**config.mk**
```make
export PLATFORM = sky130hd
export DESIGN_NAME = pssh_box_parser
export DESIGN_NICKNAME = d
export VERILOG_FILES = /design/src/rtl/core/pssh_pkg.sv /design/src/rtl/core/pssh_parse_core.sv /design/src/rtl/core/pssh_box_parser.sv
export SDC_FILE = /design/constraint.sdc
export NUM_CORES = 1
export LEC_CHECK = 0
export ABC_AREA = 1
export ABC_CLOCK_PERIOD_IN_PS = 3500
export BUFFER_PORTS_ARGS = -buffer_cell sky130_fd_sc_hd__buf_2
export CELL_PAD_IN_SITES_DETAIL_PLACEMENT = 1
export CELL_PAD_IN_SITES_GLOBAL_PLACEMENT = 1
export CORE_ASPECT_RATIO = 1.25
export CORE_UTILIZATION = 36
export DETAILED_ROUTE_END_ITERATION = 8
export PLACE_DENSITY_LB_ADDON = 0.15
export SLEW_MARGIN = 20
export SYNTH_ARGS = -nofsm -noshare
export SYNTH_HDL_FRONTEND = slang
export SYNTH_SLANG_ARGS = --single-unit
```
**constraint.sdc**
```tcl
create_clock -name clk_i -period 3.5 [get_ports clk_i]
set_input_delay 0.175 -clock clk_i [delete_from_list [all_inputs] [get_ports clk_i]]
set_output_delay 0.175 -clock clk_i [all_outputs]
set_load 0.005 [all_outputs]
```
**src/rtl/core/pssh_pkg.sv**
```systemverilog
// Shared types and constants of the pssh box parser.
package pssh_pkg;

  localparam logic [31:0] BoxTypeReset = 32'h7073_7368;

  localparam logic [2:0] KindHdr  = 3'd0;
  localparam logic [2:0] KindSys  = 3'd1;
  localparam logic [2:0] KindKey  = 3'd2;
  localparam logic [2:0] KindData = 3'd3;
  localparam logic [2:0] KindIgn  = 3'd4;

  localparam logic [1:0] StatBusy  = 2'd0;
  localparam logic [1:0] StatDone  = 2'd1;
  localparam logic [1:0] StatType  = 2'd2;
  localparam logic [1:0] StatTrunc = 2'd3;

  typedef struct packed {
    logic [2:0]  kind;
    logic [7:0]  value;
    logic [3:0]  idx;
    logic [31:0] key_num;
    logic [7:0]  version;
    logic [23:0] flags;
    logic [1:0]  status;
  } res_t;

endpackage

```
**src/rtl/core/pssh_parse_core.sv**
```systemverilog
// Parse state and per-byte classification of the pssh box parser.
module pssh_parse_core (
  input  logic                clk_i,
  input  logic                rst_ni,
  input  logic                en_i,
  input  logic [7:0]          byte_i,
  input  logic                last_i,
  input  logic [31:0]         box_type_i,
  output pssh_pkg::res_t      res_o
);

  typedef enum logic [3:0] {
    PhSize   = 4'd0,
    PhType   = 4'd1,
    PhHdr    = 4'd2,
    PhSysid  = 4'd3,
    PhKcount = 4'd4,
    PhKeyid  = 4'd5,
    PhDsize  = 4'd6,
    PhData   = 4'd7,
    PhDone   = 4'd8,
    PhErr    = 4'd9
  } phase_e;

  phase_e      phase_q, phase_d;
  logic [3:0]  cnt_q, cnt_d;
  logic [31:0] word_q, word_d;
  logic [7:0]  ver_q, ver_d;
  logic [23:0] flags_q, flags_d;
  logic [31:0] keys_q, keys_d;
  logic [31:0] kctr_q, kctr_d;
  logic [31:0] data_q, data_d;
  logic [1:0]  err_q, err_d;

  logic [31:0] word_new;
  logic        word_end;
  logic        id_end;
  logic [3:0]  cnt_inc;

  assign word_new = {word_q[23:0], byte_i};
  assign word_end = (cnt_q == 4'd3);
  assign id_end   = (cnt_q == 4'd15);
  assign cnt_inc  = cnt_q + 4'd1;

  always_comb begin
    phase_d = phase_q;
    cnt_d   = cnt_q;
    word_d  = word_q;
    ver_d   = ver_q;
    flags_d = flags_q;
    keys_d  = keys_q;
    kctr_d  = kctr_q;
    data_d  = data_q;
    err_d   = err_q;
    res_o.kind    = pssh_pkg::KindHdr;
    res_o.value   = byte_i;
    res_o.idx     = 4'd0;
    res_o.key_num = 32'd0;

    unique case (phase_q)
      PhSize, PhType, PhHdr, PhKcount, PhDsize: begin
        word_d = word_new;
        cnt_d  = word_end ? 4'd0 : cnt_inc;
        if (word_end) begin
          word_d = 32'd0;
          unique case (phase_q)
            PhSize: phase_d = PhType;
            PhType: begin
              if (word_new != box_type_i) begin
                err_d   = pssh_pkg::StatType;
                phase_d = PhErr;
              end else begin
                phase_d = PhHdr;
              end
            end
            PhHdr: begin
              ver_d   = word_new[31:24];
              flags_d = word_new[23:0];
              phase_d = PhSysid;
            end
            PhKcount: begin
              keys_d  = word_new;
              kctr_d  = 32'd0;
              phase_d = (word_new == 32'd0) ? PhDsize : PhKeyid;
            end
            default: begin
              data_d  = word_new;
              phase_d = (word_new == 32'd0) ? PhDone : PhData;
            end
          endcase
        end
      end
      PhSysid: begin
        res_o.kind = pssh_pkg::KindSys;
        res_o.idx  = cnt_q;
        cnt_d      = id_end ? 4'd0 : cnt_inc;
        if (id_end) phase_d = (ver_q == 8'd1) ? PhKcount : PhDsize;
      end
      PhKeyid: begin
        res_o.kind    = pssh_pkg::KindKey;
        res_o.idx     = cnt_q;
        res_o.key_num = kctr_q;
        cnt_d         = id_end ? 4'd0 : cnt_inc;
        if (id_end) begin
          kctr_d = kctr_q + 32'd1;
          keys_d = keys_q - 32'd1;
          if (keys_q == 32'd1) phase_d = PhDsize;
        end
      end
      PhData: begin
        res_o.kind = pssh_pkg::KindData;
        data_d     = data_q - 32'd1;
        if (data_q == 32'd1) phase_d = PhDone;
      end
      default: res_o.kind = pssh_pkg::KindIgn;
    endcase

    res_o.version = ver_d;
    res_o.flags   = flags_d;
    if (err_d != pssh_pkg::StatBusy) res_o.status = err_d;
    else if (phase_d == PhDone)      res_o.status = pssh_pkg::StatDone;
    else if (last_i)                 res_o.status = pssh_pkg::StatTrunc;
    else                             res_o.status = pssh_pkg::StatBusy;
  end

  always_ff @(posedge clk_i or negedge rst_ni) begin
    if (!rst_ni) begin
      phase_q <= PhSize;
      cnt_q   <= 4'd0;
      word_q  <= 32'd0;
      ver_q   <= 8'd0;
      flags_q <= 24'd0;
      keys_q  <= 32'd0;
      kctr_q  <= 32'd0;
      data_q  <= 32'd0;
      err_q   <= 2'd0;
    end else if (en_i) begin
      if (last_i) begin
        phase_q <= PhSize;
        cnt_q   <= 4'd0;
        word_q  <= 32'd0;
        ver_q   <= 8'd0;
        flags_q <= 24'd0;
        keys_q  <= 32'd0;
        kctr_q  <= 32'd0;
        data_q  <= 32'd0;
        err_q   <= 2'd0;
      end else begin
        phase_q <= phase_d;
        cnt_q   <= cnt_d;
        word_q  <= word_d;
        ver_q   <= ver_d;
        flags_q <= flags_d;
        keys_q  <= keys_d;
        kctr_q  <= kctr_d;
        data_q  <= data_d;
        err_q   <= err_d;
      end
    end
  end

endmodule

```
**src/rtl/core/pssh_box_parser.sv**
```systemverilog
// Top level of the pssh box parser: input register, parse core, result register.
// Accepts one box byte per cycle while in_ready_o is high and presents one
// classified result item per byte through the input register and then the result
// register, held back while that register is stalled. The input and result
// registers each take a new item whenever empty or the next stage can move, so the
// sustained rate is one item per clock when unstalled, bounded by the phase update.
// box_type may be rewritten only while no item is in flight.
module pssh_box_parser (
  input  logic        clk_i,
  input  logic        rst_ni,
  input  logic        cfg_we_i,
  input  logic [31:0] cfg_wdata_i,
  input  logic        in_valid_i,
  output logic        in_ready_o,
  input  logic [7:0]  data_byte_i,
  input  logic        last_byte_i,
  output logic        out_valid_o,
  input  logic        out_ready_i,
  output logic [2:0]  byte_kind_o,
  output logic [7:0]  byte_value_o,
  output logic [3:0]  id_byte_index_o,
  output logic [31:0] key_number_o,
  output logic [7:0]  box_version_o,
  output logic [23:0] box_flags_o,
  output logic [1:0]  parse_status_o
);

  logic [31:0]    box_type_q;
  logic           s1_valid_q;
  logic [7:0]     s1_byte_q;
  logic           s1_last_q;
  logic           out_valid_q;
  pssh_pkg::res_t res_d, res_q;
  logic           s2_ready;
  logic           adv;

  assign s2_ready   = !out_valid_q || out_ready_i;
  assign in_ready_o = !s1_valid_q || s2_ready;
  assign adv        = s1_valid_q && s2_ready;

  always_ff @(posedge clk_i or negedge rst_ni) begin
    if (!rst_ni) begin
      box_type_q <= pssh_pkg::BoxTypeReset;
    end else if (cfg_we_i) begin
      box_type_q <= cfg_wdata_i;
    end
  end

  always_ff @(posedge clk_i or negedge rst_ni) begin
    if (!rst_ni) begin
      s1_valid_q  <= 1'b0;
      out_valid_q <= 1'b0;
    end else begin
      if (in_ready_o) s1_valid_q <= in_valid_i;
      if (s2_ready)   out_valid_q <= s1_valid_q;
    end
  end

  always_ff @(posedge clk_i) begin
    if (in_valid_i && in_ready_o) begin
      s1_byte_q <= data_byte_i;
      s1_last_q <= last_byte_i;
    end
    if (adv) res_q <= res_d;
  end

  pssh_parse_core u_core (
    .clk_i      (clk_i),
    .rst_ni     (rst_ni),
    .en_i       (adv),
    .byte_i     (s1_byte_q),
    .last_i     (s1_last_q),
    .box_type_i (box_type_q),
    .res_o      (res_d)
  );

  assign out_valid_o     = out_valid_q;
  assign byte_kind_o     = res_q.kind;
  assign byte_value_o    = res_q.value;
  assign id_byte_index_o = res_q.idx;
  assign key_number_o    = res_q.key_num;
  assign box_version_o   = res_q.version;
  assign box_flags_o     = res_q.flags;
  assign parse_status_o  = res_q.status;

endmodule

```
# Word level (Yosys, flattened, before mapping)
# Index checks and enable logic that the tools add are counted.
dict set report word_totals {
  regBits 286
  in_bits 46
  out_inout_bits 83
}
dict set report classes {
  addsub 4
  eq_ne 18
  n_mux 50
  n_reduce_logical 20
}
# cell n
set ops {}
lappend ops {{32-bit two-way mux} 11}
lappend ops {{32-bit case mux with 2 select lines} 3}
lappend ops {{24-bit two-way mux} 7}
lappend ops {{32-bit by 1-bit == test with 1-bit output, second input constant} 2}
lappend ops {{32-bit by 1-bit subtractor with 32-bit output, second input constant} 2}
lappend ops {{4-bit two-way mux} 11}
lappend ops {{32-bit by 1-bit adder with 32-bit output, second input constant} 1}
lappend ops {{32-bit zero test} 1}
lappend ops {{8-bit two-way mux} 4}
lappend ops {{32-bit inequality test} 1}
lappend ops {{4-bit case mux with 4 select lines} 2}
lappend ops {{2-bit two-way mux} 10}
lappend ops {{4-bit by 3-bit == test with 1-bit output, second input constant} 4}
lappend ops {{4-bit by 2-bit == test with 1-bit output, second input constant} 3}
lappend ops {{3-bit case mux with 4 select lines} 1}
lappend ops {{3-bit by 2-bit inequality test with 1-bit output, second input constant} 3}
lappend ops {{3-bit nonzero test} 3}
lappend ops {{4-bit == test, second input constant} 2}
lappend ops {{8-bit by 1-bit == test with 1-bit output, second input constant} 1}
lappend ops {{4-bit case mux with 2 select lines} 1}
lappend ops {{5-bit AND reduction} 1}
lappend ops {{5-bit OR reduction} 1}
lappend ops {{4-bit by 1-bit adder with 4-bit output, second input constant} 1}
lappend ops {{4-bit by 1-bit == test with 1-bit output, second input constant} 1}
lappend ops {{10 further kinds} 15}

# Depth between registers and ports, before layout
# Gate-level depths: netlist of the first run.
dict set report depth {
  depth_word 8
  mapped_depth 18
}

# Modules after synthesis
# Synthesis of the first run repeated with hierarchy kept, for this count alone.
dict set report hier_totals {
  hier_cells 1736
  area_unflattened_um2 14630.3
}
# mod n_inst cells_each area_each_um2 seq_area_each_um2
set modules_own_cells {}
lappend modules_own_cells {pssh_parse_core 1 1499 10403.7 4053.9}
lappend modules_own_cells {pssh_box_parser 1 237 4226.6 3573.4}

# Worst setup path after synthesis of the first run
# OpenSTA, ideal clock, no wires.
dict set report synth_path {
  kind {register to register}
  from {register out_valid_q (netlist: out_valid_o)}
  to {register res_q (netlist bit box_flags_o[0]), enable pin}
  setup_time_ps 477
  arrival_time_ps 3427
  required_ps 3023
  slack_ps -404
  stages_incl_launch_ff 6
  path_buffers 2
  cell_sequence {dfrtp_1 nand2_1 nand2_1 inv_1 clkbuf_1 buf_1}
}
dict set report synth_via {
  elab_chain_cells 3
}
# item line
set synth_lines {}
lappend synth_lines {{start, declared} pssh_box_parser.sv:32} ;# logic out_valid_q;
lappend synth_lines {{start signal, assigned} pssh_box_parser.sv:55} ;# if (s2_ready) out_valid_q <= s1_valid_q;
lappend synth_lines {{1-bit zero test} pssh_box_parser.sv:37} ;# assign s2_ready = !out_valid_q || out_ready_i;
lappend synth_lines {{1-bit logical OR} pssh_box_parser.sv:37}
lappend synth_lines {{1-bit logical AND} pssh_box_parser.sv:39} ;# assign adv = s1_valid_q && s2_ready;
lappend synth_lines {{net adv} pssh_box_parser.sv:35} ;# logic adv;
lappend synth_lines {{end signal, assigned} pssh_box_parser.sv:64} ;# if (adv) res_q <= res_d;
lappend synth_lines {{end, declared} pssh_box_parser.sv:33} ;# pssh_pkg::res_t res_d, res_q;
# The timed path passes the listed nets, and every way through them passes these cells.
# A chain may end at the register's enable or synchronous reset.

# Final worst setup path of the first run
dict set report layout_path {
  from {register u_core.cnt_q[0]}
  to {register u_core.keys_q[24]}
}
dict set report layout_via {
  elab_chain_cells 3
}
# item line
set layout_lines {}
lappend layout_lines {{start, declared} pssh_parse_core.sv:26} ;# logic [3:0] cnt_q, cnt_d;
lappend layout_lines {{start signal, assigned} pssh_parse_core.sv:150} ;# cnt_q <= cnt_d;
lappend layout_lines {{4-bit == test or 4-bit by 2-bit == test with 1-bit output (tied branches)} {pssh_parse_core.sv:42, pssh_parse_core.sv:41}}
lappend layout_lines {{3-bit by 2-bit inequality test with 1-bit output (no source line)} --}
lappend layout_lines {{5-bit AND reduction (no source line) *} --}
lappend layout_lines {{end signal, assigned} pssh_parse_core.sv:154} ;# keys_q <= keys_d;
lappend layout_lines {{end, declared} pssh_parse_core.sv:30} ;# logic [31:0] keys_q, keys_d;
# Every way passes the cells marked *; elsewhere a longest branch is shown, timed or not.

==> impl_metrics.ini, run 1 <==
[status]
status = finished, final reports clean

[placement]
placedCellCount = 2233
post-place-ws_ps = 627
hpwl_um = 33300
port_buffers = 128
gp_congestion = 0.868

[floorplanning]
ios = 129
start_util_pct = 36.7
die_area_um2 = 40900
rows = 81
die_h_um = 226
fp.dieW_um = 181
core_area_um2 = 39300

[pwr]
ir_drop_mv = 0.374
power_density_nw_per_um2 = 682
p_sw_mw = 4.48
seqPwrFrac_pct = 40.8
pwr-share-comb_pct = 28.8
p_leak_nw = 7.73
swShare_pct = 38.3
power_frac_clock_pct = 30.4
internal_power_mw = 7.21

[global_routing]
antenna_found_initial = 1
grt_pass1_wl_um = 74900
grt_max_degree = 92
grt_pass1_vias = 13207
overflow = 0
grt_usage_pct = 23.7

[cells_and_area]
fin_nets = 1868
fin_cells = 2338
fillCellCount = 4619
drive_above_1_share_pct = 16.4
fin_util_pct = 43.6
antenna_cells = 0
area_growth_pct = 18.6

[route]
vias_per_cell = 5.24
vias = 12254
final_antenna_net_count = 0
drtIter0Drc = 530
finalWirelength_um = 47100
drt-wirelength-per-cell_um = 20.2
drcViolationCount = 0
first_pass_iters = 5

[setup_path]
cp.arrival_ps = 3290
worst-setup-path-type = reg -> reg
cp-start-kind = flip-flop
reg2reg_from = u_core.cnt_q[0]
cp_max_fo = 20
critPathLaunch = u_core.cnt_q[0]
regToRegEndpoint = u_core.keys_q[24]
cp.required_ps = 3960
endpoint = u_core.keys_q[24]
critPathCaptureType = flip-flop
r2r_slack_ps = 670
rr_worst_depth = 9

[flow_run]
cap_violations = 0

[yosys]
ys_warn_count = 0
synth_common_cells = nand2_1 (265), inv_1 (230), dfrtp_1 (180), nor2_1 (175), o21ai_0 (168)
ys_ff_latch = 286
synth_fp_nets = 1700
synth_edf_count = 90
synth.most_common_cell = nand2_1
avgSynthCellArea_um2 = 8.77
seq_area_frac_synth_pct = 52.8
synthTopCellsByArea = dfrtp_1 (31%), edfxtp_1 (19%), nand2_1 (6.9%)
synth_area_um2 = 14500
yosysTopAreaCell = dfrtp_1
synthCells = 1648
synthFlopType = dfrtp_1
synth-async-reset-ratio_pct = 68.5
synth_top_area_share_pct = 31.2
synthDistinctLibCells = 54

[clock_tree]
cts_resized = 0
htreeDepth = 2
cts_tree = built
cts_buffers = 34
clock_sinks = 286
cts_root_buf = clkbuf_16
clockBufferDepth = 3
clk_pin_slew_ps = 60
clock_latency_ps = 530

[sta]
finClkSkew_ps = 21.4
tns_ps = 0
max_slew_margin_pct = 41.2
fmax_mhz = 353
drv_slew = 0
rsz0062_at_grt = false
layout_setup_ws_ps = 666
layout_min_cycle_time_ps = 2830
finalHoldViolations = 0
setup_viol = 0
fin_crit_sh_pct = 81.0
tightest_slew_ps = 883

[hold_path]
min_path_type = in -> reg
## cell type report
type                       instances  area (µm²)  share of cell area, %
sequential                       286        7630                   44.5
multi-input combinational       1058        5620                   32.8
timing repair buffer             196        1270                   7.42
clock buffer                      41         918                   5.36
inverter                         240         908                   5.30
tap                              498         623                   3.63
clock inverter                    19         171                   1.00
## critical path, cell delays in order, from the launching register on
cell and delay, ps:
dfrtp_1 370, ha_1 230, nand2_1 450, o21ai_2 320, o21ai_2 120, nor2_8 290
nand2_4 90, inv_1 510, o21ai_0 240, o21ai_1 160
## cells by family after synthesis
group	share of synthesized area, %
adder cells (fa/ha/maj)	0.520
AO/OA/AOI/OAI	14.3
AND/OR/NAND/NOR	20.1
buffers and inverters	8.33
XOR/XNOR	2.30
multiplexers	1.64
flip-flops	52.8
## worst min-delay path by stage
stage,from,end,slack (ps),depth (start not counted)
after floorplan,rst_ni,box_type_q[0],-120,0
after global placement,rst_ni,u_core.kctr_q[30],340,1
after detailed placement,rst_ni,u_core.kctr_q[31],340,1
after CTS,cfg_we_i,box_type_q[28],220,3
after global routing,cfg_we_i,box_type_q[29],300,3
final,cfg_we_i,box_type_q[28],240,3
## timing repair
item / 4_1_cts / 5_1_grt
hold buffers: 45 / 0
hold endpoints to repair: 123 / 0
buffers inserted: 0 / 0
endpoints found under the setup margin: 0 / 0
## metrics by stage
step                area, µm²  hold slack (ps)  power, mW
finish                  17100              237       11.7
global route            17100              304       12.4
CTS                     17100              220       11.8
detailed placement      15600              342       8.17
global placement        15600              341       8.10
floorplan               14500             -121       6.86
## state kept, by name, summed over array words and instances (netlist names), 4 cells and up
signal	flops
box_type_q	32
key_number_o	32
u_core.data_q	32
u_core.kctr_q	32
u_core.keys_q	32
box_flags_o	24
u_core.flags_q	24
u_core.word_q	24
box_version_o	8
byte_value_o	8
s1_byte_q	8
u_core.ver_q	8
id_byte_index_o	4
u_core.cnt_q	4
u_core.phase_q	4
## power groups by stage
stage / clock network, mW / registers, mW / logic, mW
global route: 3.75 / 4.84 / 3.83
detailed placement: 0 / 4.83 / 3.34
global placement: 0 / 4.82 / 3.28
finish: 3.55 / 4.78 / 3.37
floorplan: 0 / 4.49 / 2.37
CTS: 3.62 / 4.78 / 3.41
## cell usage in the layout (no fill, tap or decap), types with 14 or more instances in the layout
cell type / n
o22ai_1: 44
mux2_2: 21
nor2_1: 175
clkbuf_16: 35
buf_4: 23
xnor2_1: 21
buf_2: 127
dfstp_2: 16
a21oi_1: 63
o21ai_0: 168
dfrtp_1: 180
dlygate4sd3_1: 45
o21ai_1: 14
o211ai_1: 26
nand3_1: 55
nor3_1: 39
xor2_1: 17
inv_1: 229
nand2_1: 264
nand4_1: 41
edfxtp_1: 90
## per-layer routing
metal  part of all wire (%)  GRT usage [%]
met3                    3.1           3.00
met5                  0.025              0
met4                    3.0           7.85
met2                     52           43.6
met1                     42           28.5
No activity file was read; power rests on OpenSTA's default activity.
==> inputs of run 2 (changes only) <==
--- a/config.mk
+++ b/config.mk
@@ -5,8 +5,8 @@
 export SDC_FILE = /design/constraint.sdc
 export NUM_CORES = 1
 export LEC_CHECK = 0
-export ABC_AREA = 1
-export ABC_CLOCK_PERIOD_IN_PS = 3500
+export ABC_AREA = 0
+export ABC_CLOCK_PERIOD_IN_PS = 2600
 export BUFFER_PORTS_ARGS = -buffer_cell sky130_fd_sc_hd__buf_2
 export CELL_PAD_IN_SITES_DETAIL_PLACEMENT = 1
 export CELL_PAD_IN_SITES_GLOBAL_PLACEMENT = 1
==> constraint.sdc (replaced) <==
create_clock -name clk_i -period 2.6 [get_ports clk_i]
set_input_delay 0.13 -clock clk_i [delete_from_list [all_inputs] [get_ports clk_i]]
set_output_delay 0.13 -clock clk_i [all_outputs]
set_load 0.005 [all_outputs]
==> impl_metrics.ini, run 2 <==
[status]
status = finished with violations
violations = negative setup slack

[floorplanning]
rows = 79
die_area_um2 = 38900
core_area_um2 = 37400
ios = 129
die_h_um = 220
start_util_pct = 36.7
fp.dieW_um = 177

[clock_tree]
htreeDepth = 1
clockBufferDepth = 3
clock_sinks = 286
cts_root_buf = clkbuf_16
clock_latency_ps = 600
cts_buffers = 31
clk_pin_slew_ps = 60
cts_tree = built

[cells_and_area]
multi_input_area_um2 = 5660
fin_cells = 2117
fillCellCount = 4267
drive_above_1_share_pct = 23.6
area_growth_pct = 24.9
fin_util_pct = 45.8
antenna_cells = 0
fin_nets = 1658
seqCellArea_um2 = 7630
layout_common_cells = dfrtp_1 (180), nand2_1 (174), nor2_1 (133)
final_common_cell = dfrtp_1

[yosys]
ys_warn_count = 0
avgSynthCellArea_um2 = 9.95
synthTopCellsByArea = dfrtp_1 (33%), edfxtp_1 (20%), o21ai_0 (4.9%)
synthFlopType = dfrtp_1
synthCells = 1377
ys_ff_latch = 286
synth_edf_count = 90
synth_fp_nets = 1429
synth-async-reset-ratio_pct = 68.5
synth_common_cells = dfrtp_1 (180), nand2_1 (174), nor2_1 (137), o21ai_0 (133), edfxtp_1 (90)
seq_area_frac_synth_pct = 55.7
synth_area_um2 = 13700
synth.most_common_cell = dfrtp_1
synth_top_area_share_pct = 32.9
yosysTopAreaCell = dfrtp_1
synthDistinctLibCells = 69

[global_routing]
grt_usage_pct = 23.7
grt-busiest-layer = met2
grt_pass1_vias = 11993
grt_max_degree = 79
use_met3_pct = 2.46
gr-usage-met1_pct = 29.4
overflow = 0
met2_usage_pct = 42.8
grt_pass1_wl_um = 71000
antenna_found_initial = 0

[pwr]
p_leak_nw = 7.39
power_density_nw_per_um2 = 690
ir_drop_mv = 0.508

[sta]
fin_crit_sh_pct = 101
setup_viol = 1
finalHoldViolations = 0
tns_ps = -28.7
tightest_slew_ps = 728
layout_setup_ws_ps = -28.7
drv_slew = 0
finClkSkew_ps = 21.0
max_slew_margin_pct = 51.5
layout_min_cycle_time_ps = 2630
rsz0062_at_grt = true
fmax_mhz = 380

[setup_path]
cp-start-kind = flip-flop
r2r_slack_ps = -30
cp_num_buf_inv = 1
endpoint = parse_status_o[1]
critPathLaunch = u_core.data_q[23]
path_depth = 8
regToRegEndpoint = parse_status_o[1]
critPathCaptureType = flip-flop
worst_path_dominant_cell_family = simple AND/OR/NAND/NOR gates
crit_top_cell = or4_4
worst-setup-path-type = reg -> reg
reg2reg_from = u_core.data_q[23]
cp.required_ps = 2930
rr_worst_depth = 8
crit_chain = or4_4 > or4_4 > nor4_4 > buf_4 > o211ai_1 > nor4_2 > nand4_1 > o31a_1
cp_max_fo = 3
cp.arrival_ps = 2960
slowest_stage = or4_4
slowest_delay_ps = 550

[placement]
post-place-ws_ps = -71.4
port_buffers = 128
hpwl_um = 31100
placedCellCount = 2013
gp_congestion = 0.846

[route]
drtIter0Drc = 691
vias_per_cell = 5.38
drt-wirelength-per-cell_um = 21.3
finalWirelength_um = 45100
first_pass_iters = 5
final_antenna_net_count = 0
drcViolationCount = 0
vias = 11398

[flow_run]
cap_violations = 0

[hold_path]
min_path_type = in -> async
==> run 2: cell types whose count changed after synthesis, moves of 19 or more <==
cell / previous run / this run
nand2_1: 265 / 174
nor4_1: 10 / 29
nand3_1: 55 / 20
mux2_2: 21 / 41
o21ai_0: 168 / 133
inv_1: 230 / 19
and2_1: 0 / 40
a22o_1: 0 / 30
nor2_1: 175 / 137
o22ai_1: 44 / 6
o211ai_1: 26 / 2
nand4_1: 41 / 21
clkbuf_1: 40 / 80
a22oi_1: 0 / 21
==> run 2: logic make-up (layout without fill, tap and decap cells) <==
kind of cell             Yosys count  in the layout  synth area share [%]
multiplexers                      43             43                  3.52
XOR/XNOR                          57             57                  3.64
AND/OR/NAND/NOR                  534            534                  18.9
AO/OA/AOI/OAI                    335            335                  14.5
adder cells (fa/ha/maj)            6              6                 0.548
flip-flops                       286            286                  55.7
buffers and inverters            116            370                  3.30
==> run 2: how the worst min path moves through the flow <==
stage                     depth (start not counted)  slack [ps]               end
after detailed placement                          1         180  u_core.kctr_q[6]
after global placement                            1         180  u_core.kctr_q[6]
after floorplan                                   0        -170     box_type_q[0]
after global routing                              2         160  u_core.kctr_q[6]
after CTS                                         2         130  u_core.kctr_q[6]
final                                             2         130  u_core.kctr_q[6]
==> run 2: routing by layer <==
metal	share of wire, %	up-vias
met5	0	-
met4	3.2	0
met3	2.9	70
met2	52	196
met1	42	5772
li1	-	5360
==> run 2: timing repair <==
action / CTS / global route
endpoints found under the setup margin: 1 / 6
pin swaps: 1 / 5
hold buffers: 45 / 0
buffers inserted: 0 / 1
hold endpoints to repair: 100 / 0
resized for setup: 0 / 4
==> run 2: final cells by class <==
class	instances	share of cell area, %
Inverter	20	0.453
Multi-Input combinational cell	975	33.1
Clock inverter	16	1.29
Sequential cell	286	44.6
Clock buffer	42	5.06
Tap cell	486	3.55
Timing Repair Buffer	292	12.0
==> run 2: per-stage QoR <==
stage          total power [mW]  hold slack, ps  cell area [µm²]
5_1_grt                    12.3             165            17100
4_1_cts                    11.9             135            17100
6_report                   11.8             126            17100
2_1_floorplan              6.17            -166            13700
3_5_place_dp               7.11             181            15600
3_3_place_gp               7.07             184            15600
==> run 2: worst register-to-register path, delay by kind of cell, from the launching register on <==
kind | cells | cell delay (ps)
buf+inv | 1 | 170
compound gates | 2 | 250
simple gates | 5 | 1590
flops | 1 | 380
==> run 2: where the power goes <==
| part | internal, mW | total [mW] | switching (mW) |
|---|---|---|---|
| sequential | 4.95 | 5.18 | 0.233 |
| combinational | 0.755 | 1.90 | 1.14 |
| clock | 2.83 | 4.73 | 1.90 |
